File: config.mk
export PLATFORM = sky130hd
export DESIGN_NAME = rle_sprite_tile_decoder_core
export DESIGN_NICKNAME = d
export VERILOG_FILES = /design/src/rtl/core/rsd_pkg.sv /design/src/rtl/core/rle_sprite_tile_decoder_core.sv /design/src/rtl/core/rsd_parser.sv /design/src/rtl/core/rsd_addr_gen.sv
export SDC_FILE = /design/constraint.sdc
export NUM_CORES = 1
export LEC_CHECK = 0
export ABC_AREA = 1
export BUFFER_PORTS_ARGS = -buffer_cell sky130_fd_sc_hd__buf_2
export CAP_MARGIN = 40
export CORE_AREA = 2 2 262 264
export CTS_BUF_LIST = sky130_fd_sc_hd__clkbuf_4 sky130_fd_sc_hd__clkbuf_8
export CTS_CLUSTER_DIAMETER = 120
export DETAILED_ROUTE_END_ITERATION = 10
export DIE_AREA = 0 0 264 266
export GPL_TIMING_DRIVEN = 0
export PLACE_DENSITY = 0.5
export SYNTH_ARGS = -nofsm -noshare
export SYNTH_HDL_FRONTEND = slang
export SYNTH_SLANG_ARGS = --single-unit
File: constraint.sdc
create_clock -name clk -period 5.7 [get_ports clk]
set_clock_uncertainty 0.05 [all_clocks]
set_input_delay 0.57 -clock clk [delete_from_list [all_inputs] [get_ports clk]]
set_output_delay 0.57 -clock clk [all_outputs]
set_load 0.05 [all_outputs]
File: src/rtl/core/rsd_pkg.sv
// ----------------------------------------------------------------------------
// rsd_pkg
// Shared types, constants and helpers for the RLE sprite tile decoder.
// ----------------------------------------------------------------------------
package rsd_pkg;

    localparam int BYTE_W = 8;
    localparam int SIZE_W = 16;
    localparam int CNT_W  = 17;
    localparam int ADDR_W = 26;

    localparam logic [CNT_W-1:0] CNT_MAX = '1;

    localparam int HDR_BYTES = 4;
    localparam int PIX_BYTES = 3;

    localparam logic [BYTE_W-1:0] COLOR_FULL   = 8'hFF;
    localparam logic [BYTE_W-1:0] COLOR_NONE   = 8'h00;
    localparam logic [BYTE_W-1:0] ALPHA_OPAQUE = 8'hFF;
    localparam logic [BYTE_W-1:0] ALPHA_CLEAR  = 8'h00;

    typedef enum logic [8:0] {
        PH_IDLE    = 9'b000000001,
        PH_SIZE_HI = 9'b000000010,
        PH_SKIP_LO = 9'b000000100,
        PH_SKIP_HI = 9'b000001000,
        PH_CNT_LO  = 9'b000010000,
        PH_CNT_HI  = 9'b000100000,
        PH_RED     = 9'b001000000,
        PH_GREEN   = 9'b010000000,
        PH_BLUE    = 9'b100000000
    } phase_t;

    // Result of one parsed byte
    typedef struct packed {
        logic              emit;
        logic              pix_ok;
        logic              sprite_end;
        logic              overrun;
        logic [BYTE_W-1:0] red;
        logic [BYTE_W-1:0] green;
        logic [BYTE_W-1:0] blue;
        logic [BYTE_W-1:0] alpha;
    } rsd_step_t;

    // Load strobes from the parser to the address generator
    typedef struct packed {
        logic tile_load;
        logic quot_load;
        logic rem_load;
    } rsd_addr_ctl_t;

    function automatic logic [CNT_W-1:0] sat_add(
        input logic [CNT_W-1:0] a,
        input logic [CNT_W-1:0] b
    );
        logic [CNT_W:0] sum;
        begin
            sum = {1'b0, a} + {1'b0, b};
            if (sum > {1'b0, CNT_MAX})
            begin
                return CNT_MAX;
            end
            return sum[CNT_W-1:0];
        end
    endfunction

endpackage

File: src/rtl/core/rle_sprite_tile_decoder_core.sv
// ----------------------------------------------------------------------------
// rle_sprite_tile_decoder_core
// Run-length sprite record decoder with magenta color key and tile addressing.
// ----------------------------------------------------------------------------
// Input channel (in_valid/in_ready) carries one record byte per request, with
// first_byte marking the low size byte and tile_row/tile_col sampled on it.
// Output channel (out_valid/out_ready) carries at most one result per byte:
// a pixel write on each blue byte (or an overrun flag when the pixel index is
// past the tile) and a sprite_end-only result when a record closes without a
// pixel. Unused result fields read as zero.
// Throughput is one byte per cycle unless out_ready stalls the output; a byte
// passes the input register, then its result the result register.
// The parser state, pitch and tile origin update in a single pass; the one
// line-times-pitch multiplier sits in front of the result register.
// When out_ready is low the result register holds and the input register
// absorbs one more byte; in_ready then drops until the result is taken.
// tiles_across is written through cfg_wr_en/cfg_wr_data by the user, only while
// idle; the block does not enforce it. Reset (rst_n low, asynchronous) empties
// both registers, returns the parser to idle and sets tiles_across to 1.
// ----------------------------------------------------------------------------
module rle_sprite_tile_decoder_core #(
    parameter int TILE_EDGE = 32
) (
    input  logic                         clk,
    input  logic                         rst_n,
    input  logic                         cfg_wr_en,
    input  logic [rsd_pkg::BYTE_W-1:0]   cfg_wr_data,
    input  logic                         in_valid,
    output logic                         in_ready,
    input  logic [rsd_pkg::BYTE_W-1:0]   data_byte,
    input  logic                         first_byte,
    input  logic [rsd_pkg::BYTE_W-1:0]   tile_row,
    input  logic [rsd_pkg::BYTE_W-1:0]   tile_col,
    output logic                         out_valid,
    input  logic                         out_ready,
    output logic                         pixel_valid,
    output logic [rsd_pkg::ADDR_W-1:0]   pixel_address,
    output logic [rsd_pkg::BYTE_W-1:0]   red,
    output logic [rsd_pkg::BYTE_W-1:0]   green,
    output logic [rsd_pkg::BYTE_W-1:0]   blue,
    output logic [rsd_pkg::BYTE_W-1:0]   alpha,
    output logic                         sprite_end,
    output logic                         overrun
);

    logic                       s1_valid_reg, s1_valid_next;
    logic [rsd_pkg::BYTE_W-1:0] s1_byte_reg;
    logic                       s1_first_reg;
    logic [rsd_pkg::BYTE_W-1:0] s1_row_reg;
    logic [rsd_pkg::BYTE_W-1:0] s1_col_reg;

    logic                       out_valid_reg, out_valid_next;
    logic                       pix_valid_reg;
    logic [rsd_pkg::ADDR_W-1:0] addr_reg;
    logic [rsd_pkg::BYTE_W-1:0] red_reg;
    logic [rsd_pkg::BYTE_W-1:0] green_reg;
    logic [rsd_pkg::BYTE_W-1:0] blue_reg;
    logic [rsd_pkg::BYTE_W-1:0] alpha_reg;
    logic                       end_reg;
    logic                       overrun_reg;

    logic                       in_take;
    logic                       out_free;
    logic                       fire;
    rsd_pkg::rsd_step_t         step;
    rsd_pkg::rsd_addr_ctl_t     ctl;
    logic [rsd_pkg::CNT_W-1:0]  pix_index;
    logic [rsd_pkg::ADDR_W-1:0] pix_addr;

    assign out_free = !out_valid_reg || out_ready;
    assign fire     = s1_valid_reg && out_free;
    assign in_ready = !s1_valid_reg || out_free;
    assign in_take  = in_valid && in_ready;

    rsd_parser #(
        .TILE_EDGE (TILE_EDGE)
    ) u_parser (
        .clk         (clk),
        .rst_n       (rst_n),
        .fire        (fire),
        .data_byte   (s1_byte_reg),
        .first_byte  (s1_first_reg),
        .step        (step),
        .ctl         (ctl),
        .pixel_index (pix_index)
    );

    rsd_addr_gen #(
        .TILE_EDGE (TILE_EDGE)
    ) u_addr_gen (
        .clk           (clk),
        .rst_n         (rst_n),
        .cfg_wr_en     (cfg_wr_en),
        .cfg_wr_data   (cfg_wr_data),
        .ctl           (ctl),
        .tile_row      (s1_row_reg),
        .tile_col      (s1_col_reg),
        .pixel_index   (pix_index),
        .pixel_address (pix_addr)
    );

    always_comb
    begin
        s1_valid_next = s1_valid_reg;
        if (in_take)
        begin
            s1_valid_next = 1'b1;
        end
        else if (fire)
        begin
            s1_valid_next = 1'b0;
        end

        out_valid_next = out_valid_reg;
        if (fire && step.emit)
        begin
            out_valid_next = 1'b1;
        end
        else if (out_ready)
        begin
            out_valid_next = 1'b0;
        end
    end

    always_ff @(posedge clk or negedge rst_n)
    begin
        if (!rst_n)
        begin
            s1_valid_reg  <= 1'b0;
            out_valid_reg <= 1'b0;
        end
        else
        begin
            s1_valid_reg  <= s1_valid_next;
            out_valid_reg <= out_valid_next;
        end
    end

    always_ff @(posedge clk)
    begin
        if (in_take)
        begin
            s1_byte_reg  <= data_byte;
            s1_first_reg <= first_byte;
            s1_row_reg   <= tile_row;
            s1_col_reg   <= tile_col;
        end
        if (fire && step.emit)
        begin
            pix_valid_reg <= step.pix_ok;
            addr_reg      <= step.pix_ok ? pix_addr : '0;
            red_reg       <= step.red;
            green_reg     <= step.green;
            blue_reg      <= step.blue;
            alpha_reg     <= step.alpha;
            end_reg       <= step.sprite_end;
            overrun_reg   <= step.overrun;
        end
    end

    assign out_valid     = out_valid_reg;
    assign pixel_valid   = pix_valid_reg;
    assign pixel_address = addr_reg;
    assign red           = red_reg;
    assign green         = green_reg;
    assign blue          = blue_reg;
    assign alpha         = alpha_reg;
    assign sprite_end    = end_reg;
    assign overrun       = overrun_reg;

    // a pixel write and an overrun never share a result
    a_pix_xor_overrun: assert property (@(posedge clk) disable iff (!rst_n)
        out_valid |-> !(pixel_valid && overrun))
        else $error("pixel write and overrun on the same result");

    // a result with neither pixel nor overrun can only close a record
    a_empty_is_end: assert property (@(posedge clk) disable iff (!rst_n)
        out_valid && !pixel_valid && !overrun |-> sprite_end)
        else $error("empty result without sprite_end");

    // no pixel means zeroed address and color fields
    a_empty_fields_zero: assert property (@(posedge clk) disable iff (!rst_n)
        out_valid && !pixel_valid |-> pixel_address == '0 && red == '0 &&
            green == '0 && blue == '0 && alpha == '0)
        else $error("nonzero fields on result without pixel");

    // transparent alpha only for the magenta key
    a_key_alpha: assert property (@(posedge clk) disable iff (!rst_n)
        out_valid && pixel_valid && alpha != rsd_pkg::ALPHA_OPAQUE |->
            alpha == rsd_pkg::ALPHA_CLEAR && red == rsd_pkg::COLOR_FULL &&
            green == rsd_pkg::COLOR_NONE && blue == rsd_pkg::COLOR_FULL)
        else $error("alpha does not follow the color key");

    // a byte waiting in the input register is not overwritten
    a_s1_hold: assert property (@(posedge clk) disable iff (!rst_n)
        s1_valid_reg && !fire |=> s1_valid_reg && $stable(s1_byte_reg) &&
            $stable(s1_first_reg))
        else $error("input register lost a waiting byte");

endmodule

File: src/rtl/core/rsd_parser.sv
// ----------------------------------------------------------------------------
// rsd_parser
// Byte parser: record size, run headers, RGB triples, counters, color key.
// ----------------------------------------------------------------------------
module rsd_parser #(
    parameter int TILE_EDGE = 32
) (
    input  logic                         clk,
    input  logic                         rst_n,
    input  logic                         fire,
    input  logic [rsd_pkg::BYTE_W-1:0]   data_byte,
    input  logic                         first_byte,
    output rsd_pkg::rsd_step_t           step,
    output rsd_pkg::rsd_addr_ctl_t       ctl,
    output logic [rsd_pkg::CNT_W-1:0]    pixel_index
);

    localparam logic [rsd_pkg::CNT_W-1:0] TILE_PIXELS =
        rsd_pkg::CNT_W'(TILE_EDGE * TILE_EDGE);

    rsd_pkg::phase_t                  phase_reg, phase_next;
    logic [rsd_pkg::SIZE_W-1:0]       size_reg, size_next;
    logic [rsd_pkg::CNT_W-1:0]        bytes_reg, bytes_next;
    logic [rsd_pkg::CNT_W-1:0]        pix_reg, pix_next;
    logic [rsd_pkg::SIZE_W-1:0]       run_reg, run_next;
    logic [rsd_pkg::BYTE_W-1:0]       low_reg, low_next;
    logic [rsd_pkg::BYTE_W-1:0]       red_reg, red_next;
    logic [rsd_pkg::BYTE_W-1:0]       green_reg, green_next;

    logic [rsd_pkg::SIZE_W-1:0]       word;
    logic                             magenta;

    assign word        = {data_byte, low_reg};
    assign pixel_index = pix_reg;
    assign magenta     = (red_reg == rsd_pkg::COLOR_FULL) &&
                         (green_reg == rsd_pkg::COLOR_NONE) &&
                         (data_byte == rsd_pkg::COLOR_FULL);

    always_comb
    begin
        phase_next = phase_reg;
        size_next  = size_reg;
        bytes_next = bytes_reg;
        pix_next   = pix_reg;
        run_next   = run_reg;
        low_next   = low_reg;
        red_next   = red_reg;
        green_next = green_reg;
        step       = '0;
        ctl        = '0;

        if (fire)
        begin
            if (first_byte)
            begin
                // restart: any record in progress is dropped silently
                ctl.tile_load = 1'b1;
                low_next      = data_byte;
                phase_next    = rsd_pkg::PH_SIZE_HI;
            end
            else
            begin
                case (phase_reg)
                    rsd_pkg::PH_IDLE:
                    begin
                        phase_next = rsd_pkg::PH_IDLE;
                    end
                    rsd_pkg::PH_SIZE_HI:
                    begin
                        size_next  = word;
                        bytes_next = '0;
                        pix_next   = '0;
                        run_next   = '0;
                        if (word == '0)
                        begin
                            step.emit       = 1'b1;
                            step.sprite_end = 1'b1;
                            phase_next      = rsd_pkg::PH_IDLE;
                        end
                        else
                        begin
                            phase_next = rsd_pkg::PH_SKIP_LO;
                        end
                    end
                    rsd_pkg::PH_SKIP_LO:
                    begin
                        low_next   = data_byte;
                        phase_next = rsd_pkg::PH_SKIP_HI;
                    end
                    rsd_pkg::PH_SKIP_HI:
                    begin
                        pix_next   = rsd_pkg::sat_add(pix_reg, {1'b0, word});
                        phase_next = rsd_pkg::PH_CNT_LO;
                    end
                    rsd_pkg::PH_CNT_LO:
                    begin
                        low_next   = data_byte;
                        phase_next = rsd_pkg::PH_CNT_HI;
                    end
                    rsd_pkg::PH_CNT_HI:
                    begin
                        run_next   = word;
                        bytes_next = rsd_pkg::sat_add(bytes_reg,
                                                      rsd_pkg::CNT_W'(rsd_pkg::HDR_BYTES));
                        if (word != '0)
                        begin
                            phase_next = rsd_pkg::PH_RED;
                        end
                        else if (bytes_next >= {1'b0, size_reg})
                        begin
                            step.emit       = 1'b1;
                            step.sprite_end = 1'b1;
                            phase_next      = rsd_pkg::PH_IDLE;
                        end
                        else
                        begin
                            phase_next = rsd_pkg::PH_SKIP_LO;
                        end
                    end
                    rsd_pkg::PH_RED:
                    begin
                        red_next      = data_byte;
                        ctl.quot_load = 1'b1;
                        phase_next    = rsd_pkg::PH_GREEN;
                    end
                    rsd_pkg::PH_GREEN:
                    begin
                        green_next   = data_byte;
                        ctl.rem_load = 1'b1;
                        phase_next   = rsd_pkg::PH_BLUE;
                    end
                    rsd_pkg::PH_BLUE:
                    begin
                        bytes_next = rsd_pkg::sat_add(bytes_reg,
                                                      rsd_pkg::CNT_W'(rsd_pkg::PIX_BYTES));
                        run_next   = run_reg - rsd_pkg::SIZE_W'(1);
                        step.emit  = 1'b1;
                        step.sprite_end = (run_next == '0) &&
                                          (bytes_next >= {1'b0, size_reg});
                        if (pix_reg < TILE_PIXELS)
                        begin
                            step.pix_ok = 1'b1;
                            step.red    = red_reg;
                            step.green  = green_reg;
                            step.blue   = data_byte;
                            step.alpha  = magenta ? rsd_pkg::ALPHA_CLEAR
                                                  : rsd_pkg::ALPHA_OPAQUE;
                        end
                        else
                        begin
                            step.overrun = 1'b1;
                        end
                        pix_next = rsd_pkg::sat_add(pix_reg, rsd_pkg::CNT_W'(1));
                        if (step.sprite_end)
                        begin
                            phase_next = rsd_pkg::PH_IDLE;
                        end
                        else if (run_next == '0)
                        begin
                            phase_next = rsd_pkg::PH_SKIP_LO;
                        end
                        else
                        begin
                            phase_next = rsd_pkg::PH_RED;
                        end
                    end
                    default:
                    begin
                        phase_next = rsd_pkg::PH_IDLE;
                    end
                endcase
            end
        end
    end

    always_ff @(posedge clk or negedge rst_n)
    begin
        if (!rst_n)
        begin
            phase_reg <= rsd_pkg::PH_IDLE;
            size_reg  <= '0;
            bytes_reg <= '0;
            pix_reg   <= '0;
            run_reg   <= '0;
            low_reg   <= '0;
            red_reg   <= '0;
            green_reg <= '0;
        end
        else
        begin
            phase_reg <= phase_next;
            size_reg  <= size_next;
            bytes_reg <= bytes_next;
            pix_reg   <= pix_next;
            run_reg   <= run_next;
            low_reg   <= low_next;
            red_reg   <= red_next;
            green_reg <= green_next;
        end
    end

endmodule

File: src/rtl/core/rsd_addr_gen.sv
// ----------------------------------------------------------------------------
// rsd_addr_gen
// Framebuffer pixel address: tile origin, row pitch and in-tile position.
// ----------------------------------------------------------------------------
module rsd_addr_gen #(
    parameter int TILE_EDGE = 32
) (
    input  logic                         clk,
    input  logic                         rst_n,
    input  logic                         cfg_wr_en,
    input  logic [rsd_pkg::BYTE_W-1:0]   cfg_wr_data,
    input  rsd_pkg::rsd_addr_ctl_t       ctl,
    input  logic [rsd_pkg::BYTE_W-1:0]   tile_row,
    input  logic [rsd_pkg::BYTE_W-1:0]   tile_col,
    input  logic [rsd_pkg::CNT_W-1:0]    pixel_index,
    output logic [rsd_pkg::ADDR_W-1:0]   pixel_address
);

    localparam int CE     = $clog2(TILE_EDGE);
    localparam int IDX_W  = $clog2(TILE_EDGE * TILE_EDGE);
    localparam int SHIFT  = IDX_W + CE;
    localparam int RECIP  = ((1 << SHIFT) + TILE_EDGE - 1) / TILE_EDGE;
    localparam int RCP_W  = IDX_W + 2;
    localparam int PROD_W = IDX_W + RCP_W;
    localparam int LINE_W = rsd_pkg::BYTE_W + CE;
    localparam int MUL_W  = 2 * LINE_W;
    localparam int WIDE_W = (MUL_W > rsd_pkg::ADDR_W) ? MUL_W : rsd_pkg::ADDR_W;

    logic [LINE_W-1:0] pitch_reg;
    logic [LINE_W-1:0] col_base_reg;
    logic [rsd_pkg::BYTE_W-1:0] row_reg;
    logic [CE-1:0]     quot_reg;
    logic [CE-1:0]     rem_reg;
    logic [LINE_W-1:0] line_reg;

    logic [IDX_W-1:0]  pix_lo;
    logic [PROD_W-1:0] recip_prod;
    logic [IDX_W-1:0]  rem_full;
    logic [MUL_W-1:0]  line_off;
    logic [WIDE_W-1:0] addr_sum;

    assign pix_lo     = pixel_index[IDX_W-1:0];
    // divide by the tile edge with a reciprocal multiply
    assign recip_prod = PROD_W'(pix_lo) * PROD_W'(RECIP);
    assign rem_full   = pix_lo - IDX_W'(quot_reg * TILE_EDGE);

    // one multiplier: image line of this pixel times line pitch
    assign line_off   = MUL_W'(line_reg) * MUL_W'(pitch_reg);
    assign addr_sum   = WIDE_W'(line_off) + WIDE_W'(col_base_reg) + WIDE_W'(rem_reg);
    assign pixel_address = addr_sum[rsd_pkg::ADDR_W-1:0];

    always_ff @(posedge clk or negedge rst_n)
    begin
        if (!rst_n)
        begin
            pitch_reg <= LINE_W'(TILE_EDGE);
        end
        else if (cfg_wr_en)
        begin
            pitch_reg <= LINE_W'(cfg_wr_data * TILE_EDGE);
        end
    end

    always_ff @(posedge clk)
    begin
        if (ctl.tile_load)
        begin
            row_reg      <= tile_row;
            col_base_reg <= LINE_W'(tile_col * TILE_EDGE);
        end
        if (ctl.quot_load)
        begin
            quot_reg <= CE'(recip_prod >> SHIFT);
        end
        if (ctl.rem_load)
        begin
            rem_reg  <= rem_full[CE-1:0];
            line_reg <= LINE_W'(row_reg * TILE_EDGE) + LINE_W'(quot_reg);
        end
    end

endmodule
# Word-level counts from Yosys, hierarchy flattened
# Cells that the tools add are included.
totals:
  output_inout_bits: 63
  mem_bits_rw: 0
  mem_count: 0
  input_bits: 38
  mem_bits_ro: 0
  word_cells: 152
  regBits: 234
  latch_bits: 0
op_classes:
  mux: 64
  eq_ne: 10
  n_reduce_logical: 29
  addsub: 9
  n_mul: 1
  n_div: 0
  bitwise: 4
  n_shift: 0
  magnitude_cmp: 7
ops:
  columns: ["operator", "n"]
  rows:
  - ["2-to-1 mux 17 bit", 14]
  - ["one-hot mux 17 bit (3 select lines)", 2]
  - ["greater-than comparator 18 x 17 -> 1 bit (second input constant)", 4]
  - ["2-to-1 mux 36 bit", 2]
  - ["one-hot mux 9 bit (8 select lines)", 1]
  - ["one-hot mux 16 bit (3 select lines)", 1]
  - ["greater-or-equal comparator 17 x 16 -> 1 bit", 2]
  - ["2-to-1 mux 33 bit", 1]
  - ["zero test 16 bit", 2]
  - ["2-to-1 mux 32 bit", 1]
  - ["2-to-1 mux 1 bit", 29]
  - ["adder 26 x 13 -> 26 bit", 1]
  - ["adder 26 x 5 -> 26 bit", 1]
  - ["2-to-1 mux 8 bit", 3]
  - ["multiplier 13 x 8 -> 21 bit", 1]
  - ["2-to-1 mux 7 bit", 3]
  - ["adder 17 x 1 -> 18 bit (second input constant)", 1]
  - ["adder 17 x 16 -> 18 bit", 1]
  - ["adder 17 x 2 -> 18 bit (second input constant)", 1]
  - ["adder 17 x 3 -> 18 bit (second input constant)", 1]
  - ["less-than comparator 17 x 11 -> 1 bit (second input constant)", 1]
  - ["== test 8 bit (second input constant)", 2]
  - ["nonzero test 16 bit", 1]
  - ["subtractor 16 x 1 -> 16 bit (second input constant)", 1]
  - ["other kinds (26)", 47]

# Depth between registers and ports, before layout
# Gate-level depths: netlist of run 1.
logic_depth:
  ltp_word: 18
  ltp_mapped: 30
  mapped_depth_nobuf: 29

# Cells and area by module
# From an unflattened synthesis of run 1, not the netlist that was laid out.
unflattened:
  cells_unflattened: 2139
  hier_area_um2: 17062.6
by_module_without_submodules:
  columns: ["module", "n_inst", "seq_area_each_um2", "cells_each", "area_per_inst_um2"]
  rows:
  - ["rsd_parser", 1, 2478.6, 1166, 7988.9]
  - ["rsd_addr_gen", 1, 1372.6, 817, 6160.9]
  - ["rle_sprite_tile_decoder_core", 1, 2632.5, 156, 2912.8]

# Worst setup path after synthesis of run 1
# Ideal clock, no wire load.
synth_path:
  path_kind: "register to register"
  from: "register u_addr_gen.pitch_reg[12]"
  to: "register addr_reg, in the netlist pixel_address[25], data pin"
  slack_ns: 0.600
  t_arrival_ns: 4.800
  stages_incl_launch_ff: 24
  setup_ns: 0.250
  synth_period_minus_slack_ns: 5.100
  path_cell_list: "dfrtp_1 -> clkbuf_1 -> nand2_1 -> fa_1 -> fa_1 -> inv_1 -> fa_1 -> fa_1 -> ha_1 -> xor2_1 -> ha_1 -> nand2_1 -> nor3_1 -> nand2_1 -> nand2_1 -> nand3_2 -> nor2_2 -> nand4_2 -> nor2_2 -> nand3_2 -> nor2_2 -> nand3_1 -> nand2_1 -> nor2_1"
synth_via:
  elab_chain_len: 3
synth_rtl:
  columns: ["element", "line_no", "rtl"]
  rows:
  - ["start: declaration", "rsd_addr_gen.sv:29", "logic [LINE_W-1:0] pitch_reg;"]
  - ["start signal: assignment", "rsd_addr_gen.sv:56", "pitch_reg <= LINE_W'(TILE_EDGE);"]
  - ["start signal: assignment", "rsd_addr_gen.sv:60", "pitch_reg <= LINE_W'(cfg_wr_data * TILE_EDGE);"]
  - ["multiplier 13 x 8 -> 21 bit", "rsd_addr_gen.sv:48", "assign line_off = MUL_W'(line_reg) * MUL_W'(pitch_reg);"]
  - ["adder 26 x 13 -> 26 bit", "rsd_addr_gen.sv:49", "assign addr_sum = WIDE_W'(line_off) + WIDE_W'(col_base_reg) + WIDE_W'(rem_reg);"]
  - ["adder 26 x 5 -> 26 bit", "rsd_addr_gen.sv:49", null]
  - ["end signal: assignment", "rle_sprite_tile_decoder_core.sv:151", "addr_reg <= step.pix_ok ? pix_addr : '0;"]
  - ["end: declaration", "rle_sprite_tile_decoder_core.sv:54", "logic [rsd_pkg::ADDR_W-1:0] addr_reg;"]
# Every way passes these cells.
# A chain may end at the register's enable or synchronous reset.

# Worst setup path in the final report of run 1
layout_path:
  from: "register u_addr_gen.line_reg[3]"
  to: "register addr_reg, in the netlist pixel_address[25], data pin"
layout_via:
  elab_chain_len: 3
layout_rtl:
  columns: ["element", "line_no", "rtl"]
  rows:
  - ["start: declaration", "rsd_addr_gen.sv:34", "logic [LINE_W-1:0] line_reg;"]
  - ["start signal: assignment", "rsd_addr_gen.sv:78", "line_reg <= LINE_W'(row_reg * TILE_EDGE) + LINE_W'(quot_reg);"]
  - ["multiplier 13 x 8 -> 21 bit", "rsd_addr_gen.sv:48", null]
  - ["adder 26 x 13 -> 26 bit", "rsd_addr_gen.sv:49", null]
  - ["adder 26 x 5 -> 26 bit", "rsd_addr_gen.sv:49", null]
# Every way passes these cells.

==> summary.md, run 1 <==
| Metric | Value |
|---|---|
| Setup crit end kind | `flop` |
| Slew margin rel. | `41.8%` |
| First-pass GRT wire length | `76.3 mm` |
| Overall die height | `266 um` |
| Fin nets | `2245` |
| Worst reg2reg endpoint | `pixel_address[25]` |
| Power, Total | `0.00769 W` |
| Final GP Congestion | `0.861` |
| Core area | `0.0677 sq mm` |
| Mapped Area | `0.0160 sq mm` |
| Crit path max fanout | `8` |
| Synth unique cells | `53` |
| Post-synth EDFFs | `118` |
| Critical path's slowest cell | `fa_1` |
| Top FF cell, synth | `edfxtp_1` |
| CP top delay family | `adder cells` |
| Pre-antenna DRT Iters | `5` |
| Total GRT Usage | `13.9%` |
| Die X | `264 um` |
| Vias in the first global route | `13600` |
| Hold Path End | `s1_byte_reg[1]` |
| H-tree depth | `2` |
| Vias | `13300` |
| Maximum clock frequency | `186 MHz` |
| CP bufs+invs | `2` |
| Via density per instance | `4.50` |
| Fin crit share | `94.1%` |
| Drt wl/cell | `16.5 um` |
| Fin. Hold Viols | `0` |
| Asr flop ratio synth | `48.0%` |
| Worst R2R Start | `u_addr_gen.line_reg[3]` |
| Yosys top cell area share | `22.1%` |
| Final Non-Filler Cells | `2950` |
| Worst slew pin tran | `0.866 ns` |
| TritonCTS Buffers | `43` |
| Pwr per Cell Area | `410 mW/mm^2` |
| Worst hold start | `data_byte[1]` |
| Number of flip-flops in the largest register | `26` |
| VDD IR max | `0.152 mV` |
| I/O pin count | `101` |
| CTS tree | `yes` |
| Final min period | `5.36 ns` |
| Final setup fails | `0` |
| Critical-path cell list | `clkbuf_1, nand2_1, fa_1, fa_1, inv_1, fa_1, fa_1, ha_1, xor2_1, ha_1, nand2_1, nor3_1, nand2_1, nand2_1, nand3_2, nor2_2, nand4_2, nor2_4, nand3_2, nor2_2, nand3_1, nand2_1, nor2_1` |
| Clk slew on worst S/H paths | `0.06 ns` |
| Synthesized area per cell | `8.49 sq um` |
| Total congestion overflow | `0` |
| Share of cells above drive strength 1 | `14.7%` |
| Drt drc | `0` |
| Placed insts | `2876` |
| R2r worst-path depth | `23` |
| Reg-to-reg slack, setup | `0.34 ns` |
| Hold depth | `1` |
| Port bufs | `99` |
| Setup CP Type | `reg -> reg` |
| DP HPWL | `38.0 mm` |
| CTS Sinks | `227` |
| Clock Path Buffers | `3` |
| Worst hold path type | `in -> reg` |
| Core Rows | `96` |
| Pins over their slew limit | `0` |
| Cell with the most instances after synthesis | `nand2_1` |
| Synth Instances | `1889` |
| Largest area contributor in the netlist | `edfxtp_1` |
| Leak | `8.72 nW` |
| Yosys reg bits | `227` |
| Total wire length | `48.8 mm` |
| Antenna Nets Post-Route | `0` |
| RSZ-0062 raised after global routing | `yes` |
| Post-synthesis sequential area ratio | `39.1%` |
| Worst EP arrival | `5.67 ns` |
| 1st-iter DRT viols | `880` |
| Crit path launch type | `flop` |
| Max-Cap Viols | `0` |
| Initial antenna violation count | `0` |
| Status | `complete, no violations` |
| Synth-to-Final Area Change | `17.0%` |
| Syn Nets | `2100` |
| Antenna diode count | `0` |
| Largest net degree at the start of global routing | `77` |
| Starting Density | `23.7%` |
| Root Buffer | `clkbuf_8` |
| WP data required | `6.01 ns` |
| Top cell by count, worst path | `nand2_1` |
| Largest stage delay, worst path | `0.51 ns` |
| Synth top cells by count | `nand2_1 (431), inv_1 (303), nor2_1 (164)` |
| Crit. Startpoint | `u_addr_gen.line_reg[3]` |
| Clk Latency, worst-skew pair | `0.64 ns` |
| Die area | `0.0702 sq mm` |
| Synth area leaders | `edfxtp_1 (22%), dfrtp_1 (17%), nand2_1 (10%)` |
| Yosys warns | `0` |
## cells by family after synthesis
logic type	synth area share, %
adder cells (fa/ha/maj)	16.7
XOR/XNOR	3.75
multiplexers	0.632
AO/OA/AOI/OAI	9.29
flip-flops	39.1
buffers and inverters	9.35
AND/OR/NAND/NOR	21.2
## through the flow
step	worst slack [ns]	util (%)	hold WS (ns)	setup TNS (ns)	cell area, sq um
2_1_floorplan	0.600	-	0.224	0	16000
3_5_place_dp	-0.270	26.2	0.355	-0.777	17800
5_1_grt	-0.0308	27.7	0.0478	-0.0308	18800
6_report	0.335	27.7	0.0804	0	18800
3_3_place_gp	-0.148	26.0	0.356	-0.266	17600
4_1_cts	0.0300	27.6	0.0257	0	18700
## what timing repair did
action	4_1_cts	5_1_grt
setup buffers	0	3
gates resized for setup	4	13
setup endpoints to repair	6	8
pin swaps	0	4
hold buffers	1	0
hold endpoints to repair	32	0
## routing by layer
layer | vias to the layer above | track usage [%] | wire, um
met4 | 0 | 5.07 | 1430
met1 | 6397 | 18.1 | 21900
met2 | 377 | 22.9 | 22700
li1 | 6414 | - | -
met5 | - | 0 | 0
met3 | 88 | 2.54 | 2740
## worst max-delay path by stage
stage                             end  slack, ns  cells past startpoint
detailed placement  pixel_address[25]      -0.27                     27
finish              pixel_address[25]       0.34                     23
CTS                 pixel_address[25]       0.03                     27
global placement    pixel_address[25]      -0.15                     27
global route        pixel_address[25]      -0.03                     23
floorplan           pixel_address[25]       0.60                     23
## final cells by class
| cell class | count | area, sq um |
|---|---|---|
| fillers | 7264 | 49000 |
| multi-input cells | 1282 | 8300 |
| flip-flops and latches | 227 | 6280 |
| inverters | 318 | 1190 |
| well taps | 882 | 1100 |
| clock buffers | 65 | 788 |
| repair buffers | 109 | 663 |
| plain buffers | 53 | 280 |
| clock inverters | 14 | 158 |
## cells in the final DEF, fill, tap and decap left out, types with 68 or more instances in the layout
cell type,Yosys,final
nand2_1,431,431
inv_1,303,302
nor2_1,164,163
edfxtp_1,118,118
buf_2,12,110
a21oi_1,104,104
ha_1,105,103
dfrtp_1,107,102
o21ai_0,71,71
nand3_1,70,69
fa_1,68,68
## power breakdown
| group | switching (W) | total, W | internal [W] |
|---|---|---|---|
| clock network | 0.000767 | 0.00179 | 0.00102 |
| registers | 0.000272 | 0.00222 | 0.00195 |
| logic | 0.00237 | 0.00368 | 0.00131 |
| total | 0.00341 | 0.00769 | 0.00428 |
Note: power is estimated with default switching activity, not from simulation.
==> run 2, diff against run 1 <==
--- a/config.mk
+++ b/config.mk
@@ -15,6 +15,7 @@
 export DIE_AREA = 0 0 264 266
 export GPL_TIMING_DRIVEN = 0
 export PLACE_DENSITY = 0.5
+export RECOVER_POWER = 50
 export SYNTH_ARGS = -nofsm -noshare
 export SYNTH_HDL_FRONTEND = slang
 export SYNTH_SLANG_ARGS = --single-unit
==> summary.md, run 2 (synthesis results as in run 1) <==
| Metric | Value |
|---|---|
| Status | `complete, but fails checks` |
| Failing checks | `max-capacitance violations, max-slew violations` |
| Initial antenna violation count | `0` |
| Crit path max fanout | `8` |
| Number of flip-flops in the largest register | `26` |
| Via density per instance | `4.50` |
| Total congestion overflow | `0` |
| Leak | `8.61 nW` |
| Slew margin rel. | `-42.4%` |
| Setup TNS | `0 ns` |
| Most common cell after layout, fill and taps aside | `nand2_1` |
| Dpl ws | `-0.270 ns` |
| Pwr per Cell Area | `413 mW/mm^2` |
| Port bufs | `99` |
| Pins over their slew limit | `112` |
| Antenna Nets Post-Route | `0` |
| PnR worst setup slack | `0.333 ns` |
| TritonCTS Buffers | `43` |
| Clock Path Buffers | `3` |
| Logic pwr share | `47.8%` |
| Switching Fraction | `44.3%` |
| Setup crit end kind | `flop` |
| Critical path's slowest cell | `fa_1` |
| WP data required | `6.00 ns` |
| CTS tree | `yes` |
| Drt wl/cell | `16.6 um` |
| Drt drc | `0` |
| Fin util | `27.5%` |
| Clk slew on worst S/H paths | `0.06 ns` |
| Setup CP Type | `reg -> reg` |
| Fin nets | `2245` |
| Top cell by count, worst path | `nand2_1` |
| Instance area at placement | `0.0178 sq mm` |
| Largest net degree at the start of global routing | `77` |
| Root Buffer | `clkbuf_8` |
| Pre-antenna DRT Iters | `6` |
| Reg power frac | `28.9%` |
| Design Area, Final | `0.0186 sq mm` |
| Core area | `0.0677 sq mm` |
| Commonest cells after routing, fill and taps aside | `nand2_1 (431), inv_1 (303), nor2_1 (166)` |
| Cell-internal power | `0.00428 W` |
| Filler cell count | `7280` |
| Final setup fails | `0` |
| RSZ-0062 raised after global routing | `yes` |
| Vias | `13300` |
| Total GRT Usage | `13.9%` |
| Overall die height | `266 um` |
| Max-Cap Viols | `2` |
| Synth-to-Final Area Change | `16.1%` |
| Worst hold path type | `in -> reg` |
| Vias in the first global route | `13600` |
| Crit path launch type | `flop` |
| Critical-path cell list | `clkbuf_1, nand2_1, fa_1, fa_1, inv_1, fa_1, fa_1, ha_1, xor2_1, ha_1, nand2_1, nor3_1, nand2_1, nand2_1, nand3_2, nor2_2, nand4_2, nor2_4, nand3_2, nor2_2, nand3_1, nand2_1, nor2_1` |
| Antenna diode count | `0` |
| Die area | `0.0702 sq mm` |
| Fin. Hold Viols | `0` |
| Total wire length | `48.9 mm` |
| Final GP Congestion | `0.861` |
| Clk Latency, worst-skew pair | `0.64 ns` |
| I/O pin count | `101` |
| Placed insts | `2876` |
| Worst EP arrival | `5.67 ns` |
| Crit. Startpoint | `u_addr_gen.line_reg[3]` |
| Clock share of power | `23.3%` |
| Maximum clock frequency | `186 MHz` |
| 1st-iter DRT viols | `853` |
| H-tree depth | `2` |
| Core Rows | `96` |
| Worst hold start | `data_byte[0]` |
| Worst slew pin tran | `2.14 ns` |
| VDD IR max | `0.150 mV` |
| DP HPWL | `38.0 mm` |
| Largest stage delay, worst path | `0.51 ns` |
| First-pass GRT wire length | `76.3 mm` |
| Final min period | `5.37 ns` |
| P_sw | `0.00341 W` |
| Starting Density | `23.7%` |
| Final Non-Filler Cells | `2950` |
| CTS Sinks | `227` |
| Worst R2R Start | `u_addr_gen.line_reg[3]` |
| Die X | `264 um` |
| Fin crit share | `94.2%` |
| Share of cells above drive strength 1 | `11.4%` |
-- run 2: area by class of cell --
type                    instances  area (sq um)  area share (%)
plain buffers                  53           280            1.50
clock buffers                  65           788            4.23
clock inverters                14           158           0.847
inverters                     318          1190            6.41
multi-input cells            1282          8290            44.5
flip-flops and latches        227          6280            33.7
well taps                     882          1100            5.93
repair buffers                109           533            2.86
-- run 2: path summary, 6_finish.rpt --
check                                                end  slack (ns)  cells after the start
worst max-delay path                   pixel_address[25]        0.33                     23
worst min register to register    u_addr_gen.line_reg[5]        0.36                      0
worst max register to register         pixel_address[25]        0.33                     23
worst min-delay path                      s1_byte_reg[0]        0.08                      1
min in group asynchronous          u_parser.bytes_reg[9]        1.05                      2
max in group asynchronous       u_addr_gen.pitch_reg[12]        1.38                      3
-- run 2: what timing repair did --
action                     in CTS  in global routing
pin swaps                       0                  4
setup endpoints to repair       6                  8
hold endpoints to repair       32                  0
setup buffers                   0                  3
hold buffers                    1                  0
resized for setup               4                 13
-- run 2: through the flow --
step | hold slack [ns] | power, W
floorplan | 0.224 | 0.00493
global placement | 0.356 | 0.00582
detailed placement | 0.355 | 0.00588
CTS | 0.0257 | 0.00773
global route | 0.0478 | 0.00837
finish | 0.0812 | 0.00768
-- run 2: critical path: cells and delay by family (launching register included) --
kind | cells | cell delay (ns)
simple gates | 14 | 1.51
fa+ha+maj | 6 | 2.69
buf+inv | 2 | 0.38
flops | 1 | 0.32
xor+xnor | 1 | 0.20
-- run 2: metal layers --
layer	GRT usage [%]	wire (um)	up-vias
met5	0	0	-
met4	5.07	1420	0
met3	2.54	2620	85
met2	22.9	22600	383
met1	18.1	22200	6404
li1	-	-	6411
-- run 2: power by group through the flow --
stage / combinational, W / clock (W) / sequential [W]
final: 0.00367 / 0.00179 / 0.00222
after global routing: 0.00420 / 0.00192 / 0.00225
after CTS: 0.00366 / 0.00185 / 0.00222
after detailed placement: 0.00364 / 0 / 0.00224
after global placement: 0.00358 / 0 / 0.00224
after floorplan: 0.00279 / 0 / 0.00214
